$ cat src/rtl/core/upq_pkg.sv
// Package for the unsorted-array min-priority queue.
// Holds capacity constants, request and status codes, and shared types.
// No dependencies.
package upq_pkg;

    localparam int CAPACITY = 32;
    localparam int ADDR_W   = $clog2(CAPACITY);
    localparam int CNT_W    = $clog2(CAPACITY + 1);
    localparam int ITEM_W   = 16;
    localparam int PRIO_W   = 32;

    typedef enum logic [1:0] {
        REQ_ENQ = 2'd0,
        REQ_DEL = 2'd1,
        REQ_UPD = 2'd2,
        REQ_QRY = 2'd3
    } t_req;

    typedef enum logic [1:0] {
        STAT_DONE  = 2'd0,
        STAT_EMPTY = 2'd1,
        STAT_FULL  = 2'd2
    } t_status;

    typedef enum logic [1:0] {
        S_IDLE,
        S_SCAN,
        S_DRAIN,
        S_FINISH
    } t_state;

    typedef struct packed {
        logic [ITEM_W-1:0]        item;
        logic signed [PRIO_W-1:0] prio;
    } t_entry;

    typedef struct packed {
        logic [ITEM_W-1:0] result_item;
        t_status           status;
        logic              found;
        logic              queue_empty;
    } t_result;

endpackage

$ cat src/rtl/core/upq_ram.sv
// Simple dual-port synchronous RAM: one write port, one registered read port.
// Read data is registered and appears in the cycle after the read is issued. No dependencies.
module upq_ram #(
    parameter int WIDTH = 48,
    parameter int DEPTH = 32
) (
    input  logic                     i_clk,
    input  logic                     i_wr_en,
    input  logic [$clog2(DEPTH)-1:0] i_wr_addr,
    input  logic [WIDTH-1:0]         i_wr_data,
    input  logic                     i_rd_en,
    input  logic [$clog2(DEPTH)-1:0] i_rd_addr,
    output logic [WIDTH-1:0]         o_rd_data
);

    logic [WIDTH-1:0] r_mem [DEPTH];
    logic [WIDTH-1:0] r_rd_data;

    always_ff @(posedge i_clk) begin
        if (i_wr_en) begin
            r_mem[i_wr_addr] <= i_wr_data;
        end
        if (i_rd_en) begin
            r_rd_data <= r_mem[i_rd_addr];
        end
    end

    assign o_rd_data = r_rd_data;

endmodule

$ cat src/rtl/core/upq_ctrl.sv
// Sequencer of the priority queue: accepts a request, scans the entry RAM
// and writes entries back. Depends on upq_pkg.
module upq_ctrl (
    input  logic                          i_clk,
    input  logic                          i_rst_n,
    input  logic                          i_in_valid,
    output logic                          o_in_ready,
    input  upq_pkg::t_req                 i_req,
    input  logic [upq_pkg::ITEM_W-1:0]    i_item,
    input  logic [upq_pkg::PRIO_W-1:0]    i_prio,
    input  logic                          i_out_free,
    output logic                          o_res_valid,
    output upq_pkg::t_result              o_result,
    output logic                          o_wr_en,
    output logic [upq_pkg::ADDR_W-1:0]    o_wr_addr,
    output upq_pkg::t_entry               o_wr_data,
    output logic                          o_rd_en,
    output logic [upq_pkg::ADDR_W-1:0]    o_rd_addr,
    input  upq_pkg::t_entry               i_rd_data
);

    upq_pkg::t_state                  r_state, n_state;
    logic [upq_pkg::CNT_W-1:0]        r_count, n_count;
    upq_pkg::t_req                    r_req, n_req;
    logic [upq_pkg::ITEM_W-1:0]       r_key, n_key;
    logic [upq_pkg::PRIO_W-1:0]       r_prio, n_prio;
    logic [upq_pkg::ADDR_W-1:0]       r_idx, n_idx;
    logic                             r_pend, n_pend;
    logic [upq_pkg::ADDR_W-1:0]       r_pidx, n_pidx;
    logic [upq_pkg::ADDR_W-1:0]       r_best_idx, n_best_idx;
    logic [upq_pkg::PRIO_W-1:0]       r_best_prio, n_best_prio;
    logic [upq_pkg::ITEM_W-1:0]       r_best_item, n_best_item;
    logic                             r_found, n_found;
    logic [upq_pkg::ITEM_W-1:0]       r_res_item, n_res_item;
    upq_pkg::t_status                 r_status, n_status;

    logic                             accept;
    logic                             is_full;
    logic [upq_pkg::ADDR_W-1:0]       last_idx;
    logic                             take_best;
    logic                             match;
    logic [upq_pkg::ADDR_W-1:0]       cur_best_idx;
    logic [upq_pkg::ITEM_W-1:0]       cur_best_item;

    assign accept   = i_in_valid && o_in_ready;
    assign is_full  = (r_count >= upq_pkg::CNT_W'(upq_pkg::CAPACITY));
    assign last_idx = upq_pkg::ADDR_W'(r_count - upq_pkg::CNT_W'(1));

    // The word under evaluation is the read issued in the previous cycle.
    assign take_best = (r_pidx == '0) ||
                       ($signed(i_rd_data.prio) < $signed(r_best_prio));
    assign match         = (i_rd_data.item == r_key);
    assign cur_best_idx  = take_best ? r_pidx : r_best_idx;
    assign cur_best_item = take_best ? i_rd_data.item : r_best_item;

    // Next state.
    always_comb begin
        n_state = r_state;
        case (r_state)
            upq_pkg::S_IDLE: begin
                if (accept) begin
                    if (i_req == upq_pkg::REQ_ENQ || r_count == '0) begin
                        n_state = upq_pkg::S_FINISH;
                    end else begin
                        n_state = upq_pkg::S_SCAN;
                    end
                end
            end
            upq_pkg::S_SCAN: begin
                if (r_idx == last_idx) begin
                    n_state = upq_pkg::S_DRAIN;
                end
            end
            upq_pkg::S_DRAIN: begin
                n_state = upq_pkg::S_FINISH;
            end
            upq_pkg::S_FINISH: begin
                if (i_out_free) begin
                    n_state = upq_pkg::S_IDLE;
                end
            end
            default: begin
                n_state = upq_pkg::S_IDLE;
            end
        endcase
    end

    // Outputs: handshake and RAM ports. Writes never hit an address that a
    // pending read still needs, so no forwarding is required.
    always_comb begin
        o_in_ready  = 1'b0;
        o_res_valid = 1'b0;
        o_wr_en     = 1'b0;
        o_wr_addr   = r_pidx;
        o_wr_data   = i_rd_data;
        o_rd_en     = 1'b0;
        o_rd_addr   = r_idx;
        case (r_state)
            upq_pkg::S_IDLE: begin
                o_in_ready = 1'b1;
                if (i_in_valid && i_req == upq_pkg::REQ_ENQ && !is_full) begin
                    o_wr_en        = 1'b1;
                    o_wr_addr      = upq_pkg::ADDR_W'(r_count);
                    o_wr_data.item = i_item;
                    o_wr_data.prio = i_prio;
                end
            end
            upq_pkg::S_SCAN: begin
                o_rd_en = 1'b1;
                if (r_pend && r_req == upq_pkg::REQ_UPD && match) begin
                    o_wr_en        = 1'b1;
                    o_wr_data.prio = r_prio;
                end
            end
            upq_pkg::S_DRAIN: begin
                if (r_req == upq_pkg::REQ_UPD && match) begin
                    o_wr_en        = 1'b1;
                    o_wr_data.prio = r_prio;
                end else if (r_req == upq_pkg::REQ_DEL) begin
                    // The last entry is the word now on the read port; move it
                    // into the winner's slot.
                    o_wr_en   = 1'b1;
                    o_wr_addr = cur_best_idx;
                end
            end
            upq_pkg::S_FINISH: begin
                o_res_valid = i_out_free;
            end
            default: begin
                o_in_ready = 1'b0;
            end
        endcase
    end

    // Datapath next values.
    always_comb begin
        n_count     = r_count;
        n_req       = r_req;
        n_key       = r_key;
        n_prio      = r_prio;
        n_idx       = r_idx;
        n_pend      = r_pend;
        n_pidx      = r_pidx;
        n_best_idx  = r_best_idx;
        n_best_prio = r_best_prio;
        n_best_item = r_best_item;
        n_found     = r_found;
        n_res_item  = r_res_item;
        n_status    = r_status;

        if (r_pend) begin
            if (r_req == upq_pkg::REQ_DEL && take_best) begin
                n_best_idx  = r_pidx;
                n_best_prio = i_rd_data.prio;
                n_best_item = i_rd_data.item;
            end
            if (r_req == upq_pkg::REQ_QRY && match) begin
                n_found = 1'b1;
            end
        end

        case (r_state)
            upq_pkg::S_IDLE: begin
                if (accept) begin
                    n_req      = i_req;
                    n_key      = i_item;
                    n_prio     = i_prio;
                    n_idx      = '0;
                    n_pend     = 1'b0;
                    n_found    = 1'b0;
                    n_res_item = '0;
                    n_status   = upq_pkg::STAT_DONE;
                    if (i_req == upq_pkg::REQ_ENQ) begin
                        if (is_full) begin
                            n_status = upq_pkg::STAT_FULL;
                        end else begin
                            n_count = r_count + upq_pkg::CNT_W'(1);
                        end
                    end else if (i_req == upq_pkg::REQ_DEL && r_count == '0) begin
                        n_status = upq_pkg::STAT_EMPTY;
                    end
                end
            end
            upq_pkg::S_SCAN: begin
                n_pend = 1'b1;
                n_pidx = r_idx;
                n_idx  = r_idx + upq_pkg::ADDR_W'(1);
            end
            upq_pkg::S_DRAIN: begin
                n_pend = 1'b0;
                if (r_req == upq_pkg::REQ_DEL) begin
                    n_res_item = cur_best_item;
                    n_count    = r_count - upq_pkg::CNT_W'(1);
                end
            end
            default: begin
                n_pend = r_pend;
            end
        endcase
    end

    always_ff @(posedge i_clk) begin
        if (!i_rst_n) begin
            r_state <= upq_pkg::S_IDLE;
            r_count <= '0;
            r_pend  <= 1'b0;
        end else begin
            r_state <= n_state;
            r_count <= n_count;
            r_pend  <= n_pend;
        end
    end

    always_ff @(posedge i_clk) begin
        r_req       <= n_req;
        r_key       <= n_key;
        r_prio      <= n_prio;
        r_idx       <= n_idx;
        r_pidx      <= n_pidx;
        r_best_idx  <= n_best_idx;
        r_best_prio <= n_best_prio;
        r_best_item <= n_best_item;
        r_found     <= n_found;
        r_res_item  <= n_res_item;
        r_status    <= n_status;
    end

    assign o_result.result_item = r_res_item;
    assign o_result.status      = r_status;
    assign o_result.found       = r_found;
    assign o_result.queue_empty = (r_count == '0);

    a_count_bound: assert property (@(posedge i_clk) disable iff (!i_rst_n)
        r_count <= upq_pkg::CNT_W'(upq_pkg::CAPACITY))
        else $error("entry count exceeds capacity");

    a_full_drop: assert property (@(posedge i_clk) disable iff (!i_rst_n)
        (accept && i_req == upq_pkg::REQ_ENQ && is_full) |=> $stable(r_count))
        else $error("enqueue into full queue changed the count");

    a_no_write_finish: assert property (@(posedge i_clk) disable iff (!i_rst_n)
        (r_state == upq_pkg::S_FINISH) |-> !o_wr_en)
        else $error("RAM write while a result is pending");

    a_drain_pend: assert property (@(posedge i_clk) disable iff (!i_rst_n)
        (r_state == upq_pkg::S_DRAIN) |-> r_pend)
        else $error("drain without a pending read word");

endmodule

$ cat src/rtl/core/unsorted_array_min_priority_queue.sv
// Min-priority queue over an unsorted table held in one synchronous RAM.
// Enqueue, and any request on an empty queue, go straight from acceptance to the result state.
// Delete-min, update and query with n live entries issue n scan reads, then pass through a
// drain state and the result state before the next word is taken. A result waiting in the
// output register holds back the next one. Reset clears the state, the count and the output
// valid flag; the RAM needs no clearing.
module unsorted_array_min_priority_queue (
    input  logic                       i_clk,
    input  logic                       i_rst_n,
    input  logic                       i_in_valid,
    output logic                       o_in_ready,
    input  logic [1:0]                 i_req_type,
    input  logic [upq_pkg::ITEM_W-1:0] i_item,
    input  logic [upq_pkg::PRIO_W-1:0] i_priority_req,
    output logic                       o_out_valid,
    input  logic                       i_out_ready,
    output logic [upq_pkg::ITEM_W-1:0] o_result_item,
    output logic [1:0]                 o_status,
    output logic                       o_found,
    output logic                       o_queue_empty
);

    logic                         out_free;
    logic                         res_valid;
    upq_pkg::t_result             result;
    logic                         wr_en;
    logic [upq_pkg::ADDR_W-1:0]   wr_addr;
    upq_pkg::t_entry              wr_data;
    logic                         rd_en;
    logic [upq_pkg::ADDR_W-1:0]   rd_addr;
    upq_pkg::t_entry              rd_data;
    logic                         r_out_vld;
    upq_pkg::t_result             r_out;

    assign out_free = !r_out_vld || i_out_ready;

    upq_ram #(
        .WIDTH ($bits(upq_pkg::t_entry)),
        .DEPTH (upq_pkg::CAPACITY)
    ) u_ram (
        .i_clk     (i_clk),
        .i_wr_en   (wr_en),
        .i_wr_addr (wr_addr),
        .i_wr_data (wr_data),
        .i_rd_en   (rd_en),
        .i_rd_addr (rd_addr),
        .o_rd_data (rd_data)
    );

    upq_ctrl u_ctrl (
        .i_clk       (i_clk),
        .i_rst_n     (i_rst_n),
        .i_in_valid  (i_in_valid),
        .o_in_ready  (o_in_ready),
        .i_req       (upq_pkg::t_req'(i_req_type)),
        .i_item      (i_item),
        .i_prio      (i_priority_req),
        .i_out_free  (out_free),
        .o_res_valid (res_valid),
        .o_result    (result),
        .o_wr_en     (wr_en),
        .o_wr_addr   (wr_addr),
        .o_wr_data   (wr_data),
        .o_rd_en     (rd_en),
        .o_rd_addr   (rd_addr),
        .i_rd_data   (rd_data)
    );

    // Output register: holds a finished result word until it is taken.
    always_ff @(posedge i_clk) begin
        if (!i_rst_n) begin
            r_out_vld <= 1'b0;
        end else if (res_valid) begin
            r_out_vld <= 1'b1;
        end else if (i_out_ready) begin
            r_out_vld <= 1'b0;
        end
    end

    always_ff @(posedge i_clk) begin
        if (res_valid) begin
            r_out <= result;
        end
    end

    assign o_out_valid   = r_out_vld;
    assign o_result_item = r_out.result_item;
    assign o_status      = r_out.status;
    assign o_found       = r_out.found;
    assign o_queue_empty = r_out.queue_empty;

endmodule
$ cat config.mk
export PLATFORM = sky130hd
export DESIGN_NAME = unsorted_array_min_priority_queue
export DESIGN_NICKNAME = d
export VERILOG_FILES = /design/src/rtl/core/upq_pkg.sv /design/src/rtl/core/upq_ram.sv /design/src/rtl/core/upq_ctrl.sv /design/src/rtl/core/unsorted_array_min_priority_queue.sv
export SDC_FILE = /design/constraint.sdc
export NUM_CORES = 2
export LEC_CHECK = 0
export BUFFER_PORTS_ARGS = -buffer_cell sky130_fd_sc_hd__buf_2
export CAP_MARGIN = 15
export CELL_PAD_IN_SITES_DETAIL_PLACEMENT = 0
export CELL_PAD_IN_SITES_GLOBAL_PLACEMENT = 2
export CORE_AREA = 2 2 497 302
export CTS_CLUSTER_DIAMETER = 200
export DETAILED_ROUTE_END_ITERATION = 8
export DIE_AREA = 0 0 499 304
export GPL_ROUTABILITY_DRIVEN = 0
export PLACE_DENSITY = 0.86
export SLEW_MARGIN = 10
export SYNTH_ARGS = -nofsm -noshare
export SYNTH_HDL_FRONTEND = slang
export SYNTH_SLANG_ARGS = --single-unit
$ cat constraint.sdc
create_clock -name i_clk -period 8.58 [get_ports i_clk]
set_input_delay 0.858 -clock i_clk [delete_from_list [all_inputs] [get_ports i_clk]]
set_output_delay 0.858 -clock i_clk [all_outputs]
set_load 0.02 [all_outputs]
==> impl_results.md <==
- Primary FF master, synth: edfxtp_1
- Die area: 152000 um2
- Crit-path max FO: 40
- Actual slew at the worst max-slew pin: 1150 ps
- Post-CTS Hold Buffers: 0
- Pin count of the biggest net entering global routing: 123
- Cells on Worst Hold Path: 1
- Std-Cell Rows: 110
- Avg Vias per Cell: between 6 and 7
- R2R depth: 13
- Reg2reg setup slack: 2690 ps
- Grt total ovfl: 0
- Root cell of the clock tree: clkbuf_16
- Postcts setup bufs: 0
- Core ar.: around 150000 um2
- Cts repair resizes: 0
- Antenna violations before repair: 11
- Net count after synthesis: 3035
- Fraction of registers with async set/reset: 0%
- Worst path arrival time: approximately 6300 ps
- Fin crit share: between 60 and 70%
- Setup TNS: 0 ps
- Vias in the first global route: ~31000
- Final WL: 159000 um
- # fillers: 11098
- EDFF count, synth: 1735
- CP Class: register to register
- Synth top cells by count: edfxtp_1, mux4_2, nand2_1
- Setup Viol. Count Final: 0
- Hold Vio Cnt, Final: 0
- Final antenna-violating net count: 0
- Crit. End Element: register
- Seq pwr share: 44.8%
- H-tree Lvls: 4
- Critical Path Start Type: register
- Most common cell in the netlist: edfxtp_1
- FMAX: 0.170 GHz
- # Max-Cap Violations: 0
- Register area: 52300 um2
- Layout Skew: between 30 and 40 ps
- Combinational share of power: 29.4%
- Clock latency on the worst-skew pair: 790 ps
- Register bit total from synthesis: ~1700
- Maximum vdd drop: 0.308 mV
- Ranking of synthesized cells by area: edfxtp_1, mux4_2, mux2_2, ha_1, nand2_1
- Sink Count: between 1500 and 2000
- Sw frac: between 30 and 40%
- Synth top area share: 77.4%
- Max Slew Vio Count: 0
- Area growth syn-to-layout: 12.6%
- Post-DP HPWL: 86700 um
- DIE WIDTH: 499 um
- CP required: 9000 ps
- Synthesized instance count: 2941
- Total area of multi-input combinational cells: 14600 um2
- Drt drc: 0
- LEAKAGE: 23.6 nW
- Final hold slack: 269 ps
- Post-synthesis instance area: 67300 um2
- CTS Buf Count: about 150
- Layout cell share with drive strength beyond 1: 30.4%
- Worst reg2reg endpoint: u_ram.r_mem[13][21]
- First-pass GRT wire length: 230000 um
- Seq/Total Area, Yosys: between 70% and 80%
- Switching pwr: 8.06 mW
- RSZ-0062 raised after global routing: no
- Syn Area/Cell: approximately 23 um2
- I/O pin total: 76
- Tmin final: 5890 ps
- Synthesis Warnings: 0
- Worst Hold Launch: i_priority_req[17]
- Pwr Density: approximately 350 nW/um2
- Final net count: approximately 3200
- Worst R2R Start: u_ram.o_rd_data[2]
- CTS max path bufs: 3
- CTS tree: done
- DR iter-0 viols: 5077
- Status: completed
- Clk pwr share: 25.9%
- Total track usage: 21.0%
- Hold Path Class: input pin to register
- Die H: 304 um
- Cell taking the most area after synthesis: edfxtp_1
- Drt pass-1 iters: 6
- Distinct cells, synth: 59
- Hold Path End: u_ctrl.r_prio[17]
- Detailed-route wire length per cell: 30.5 um
- Port-buffer cells: 75
- Via count: 32465
- Starting Density: 45.5%
- Clock transition at the registers of the reported paths: roughly 70 ps
- Internal power: 18.2 mW
- Max_slew headroom: 23.6%
==> worst max-delay path: stages, from the launching register on <==
cell and delay [ps]:
edfxtp_1 410, ha_1 320, nand2_1 50, o21ai_0 230
a41oi_1 260, o31ai_1 590, a21oi_2 260, xnor2_2 850
nor2_4 100, o211ai_2 200, buf_4 330, nand4_1 490
nor3_2 960, buf_12 410
==> logic make-up after synthesis <==
logic type                 share of synthesized area [%]
xor gates and xnor gates                           0.401
adders and majority gates                          0.743
AOI/OAI and AO/OA                                   1.50
buffers and inverters                               1.07
DFF                                                 77.7
muxes                                               16.9
and+or+nand+nor                                     1.67
==> power groups by stage <==
stage / combinational [mW] / clock, mW / sequential [mW]
CTS: 7.67 / 6.88 / 11.8
global placement: 7.49 / 0 / 11.9
global route: 8.25 / 7.23 / 11.8
detailed placement: 7.61 / 0 / 11.9
floorplan: 4.96 / 0 / 11.9
finish: 7.72 / 6.79 / 11.8
==> state kept, by name (all words and copies together), names as in the netlist, 2 cells and up <==
register,flops
u_ctrl.r_key,16
o_result_item,16
u_ctrl.r_best_idx,5
u_ram.o_rd_data,48
u_ctrl.r_req,2
o_status,2
u_ctrl.r_prio,32
u_ctrl.r_res_item,16
u_ram.r_mem,1536
u_ctrl.r_count,6
u_ctrl.r_state,2
u_ctrl.r_best_item,16
u_ctrl.r_pidx,5
u_ctrl.r_best_prio,32
u_ctrl.r_status,2
u_ctrl.o_rd_addr,5
==> cell type report <==
class                      instances  area share [%]
antenna                            3         0.00990
clock buffer                     180            5.24
clock inverter                    95            1.14
inverter                          41           0.203
multi-input combinational       1006            19.3
sequential                      1746            69.0
tap                             1960            3.24
timing repair buffer             191            1.87
==> through the flow <==
stage | utilization (%) | cell area, um2 | power (mW) | cells | worst slack (ps)
detailed placement | 47.9 | 70800 | 19.6 | 4939 | 2650
global placement | 47.9 | 70800 | 19.4 | 4939 | 2660
finish | 51.2 | 75800 | 26.3 | 5222 | 2690
floorplan | - | 67300 | 16.9 | 2941 | 489
CTS | 51.2 | 75700 | 26.3 | 5214 | 2630
global route | 51.2 | 75800 | 27.3 | 5219 | 2350
==> layer usage <==
| layer | global-route usage [%] | wire length [um] |
|---|---|---|
| met1 | 34.5 | 70200 |
| met2 | 28.6 | 67500 |
| met3 | 4.89 | 19000 |
| met4 | 4.47 | 2570 |
| met5 | 0 | 13 |
==> how the worst max path moves through the flow <==
| stage | startpoint | to | slack [ps] | depth (start not counted) |
|---|---|---|---|---|
| global route | u_ram.o_rd_data[2] | u_ram.r_mem[13][22] | 2350 | 13 |
| global placement | u_ram.o_rd_data[2] | u_ram.r_mem[13][24] | 2660 | 13 |
| detailed placement | u_ram.o_rd_data[2] | u_ram.r_mem[13][24] | 2650 | 13 |
| CTS | u_ram.o_rd_data[2] | u_ram.r_mem[11][25] | 2630 | 13 |
| finish | u_ram.o_rd_data[2] | u_ram.r_mem[13][21] | 2690 | 13 |
| floorplan | u_ctrl.r_state[1] | u_ram.r_mem[20][0] | 490 | 9 |
==> cell usage in the layout, fill, tap and decap left out, types with 28 or more instances in the layout <==
cell | netlist | layout
a21oi_1 | 35 | 35
a22oi_1 | 32 | 32
buf_2 | 3 | 75
buf_4 | 0 | 100
clkbuf_16 | 0 | 154
clkinv_1 | 1 | 39
clkinv_2 | 0 | 28
edfxtp_1 | 1735 | 1735
ha_1 | 40 | 38
inv_1 | 40 | 40
mux2_2 | 48 | 48
mux4_2 | 480 | 480
nand2_1 | 121 | 121
o21ai_0 | 64 | 32
No activity file was read; power rests on OpenSTA's default activity.
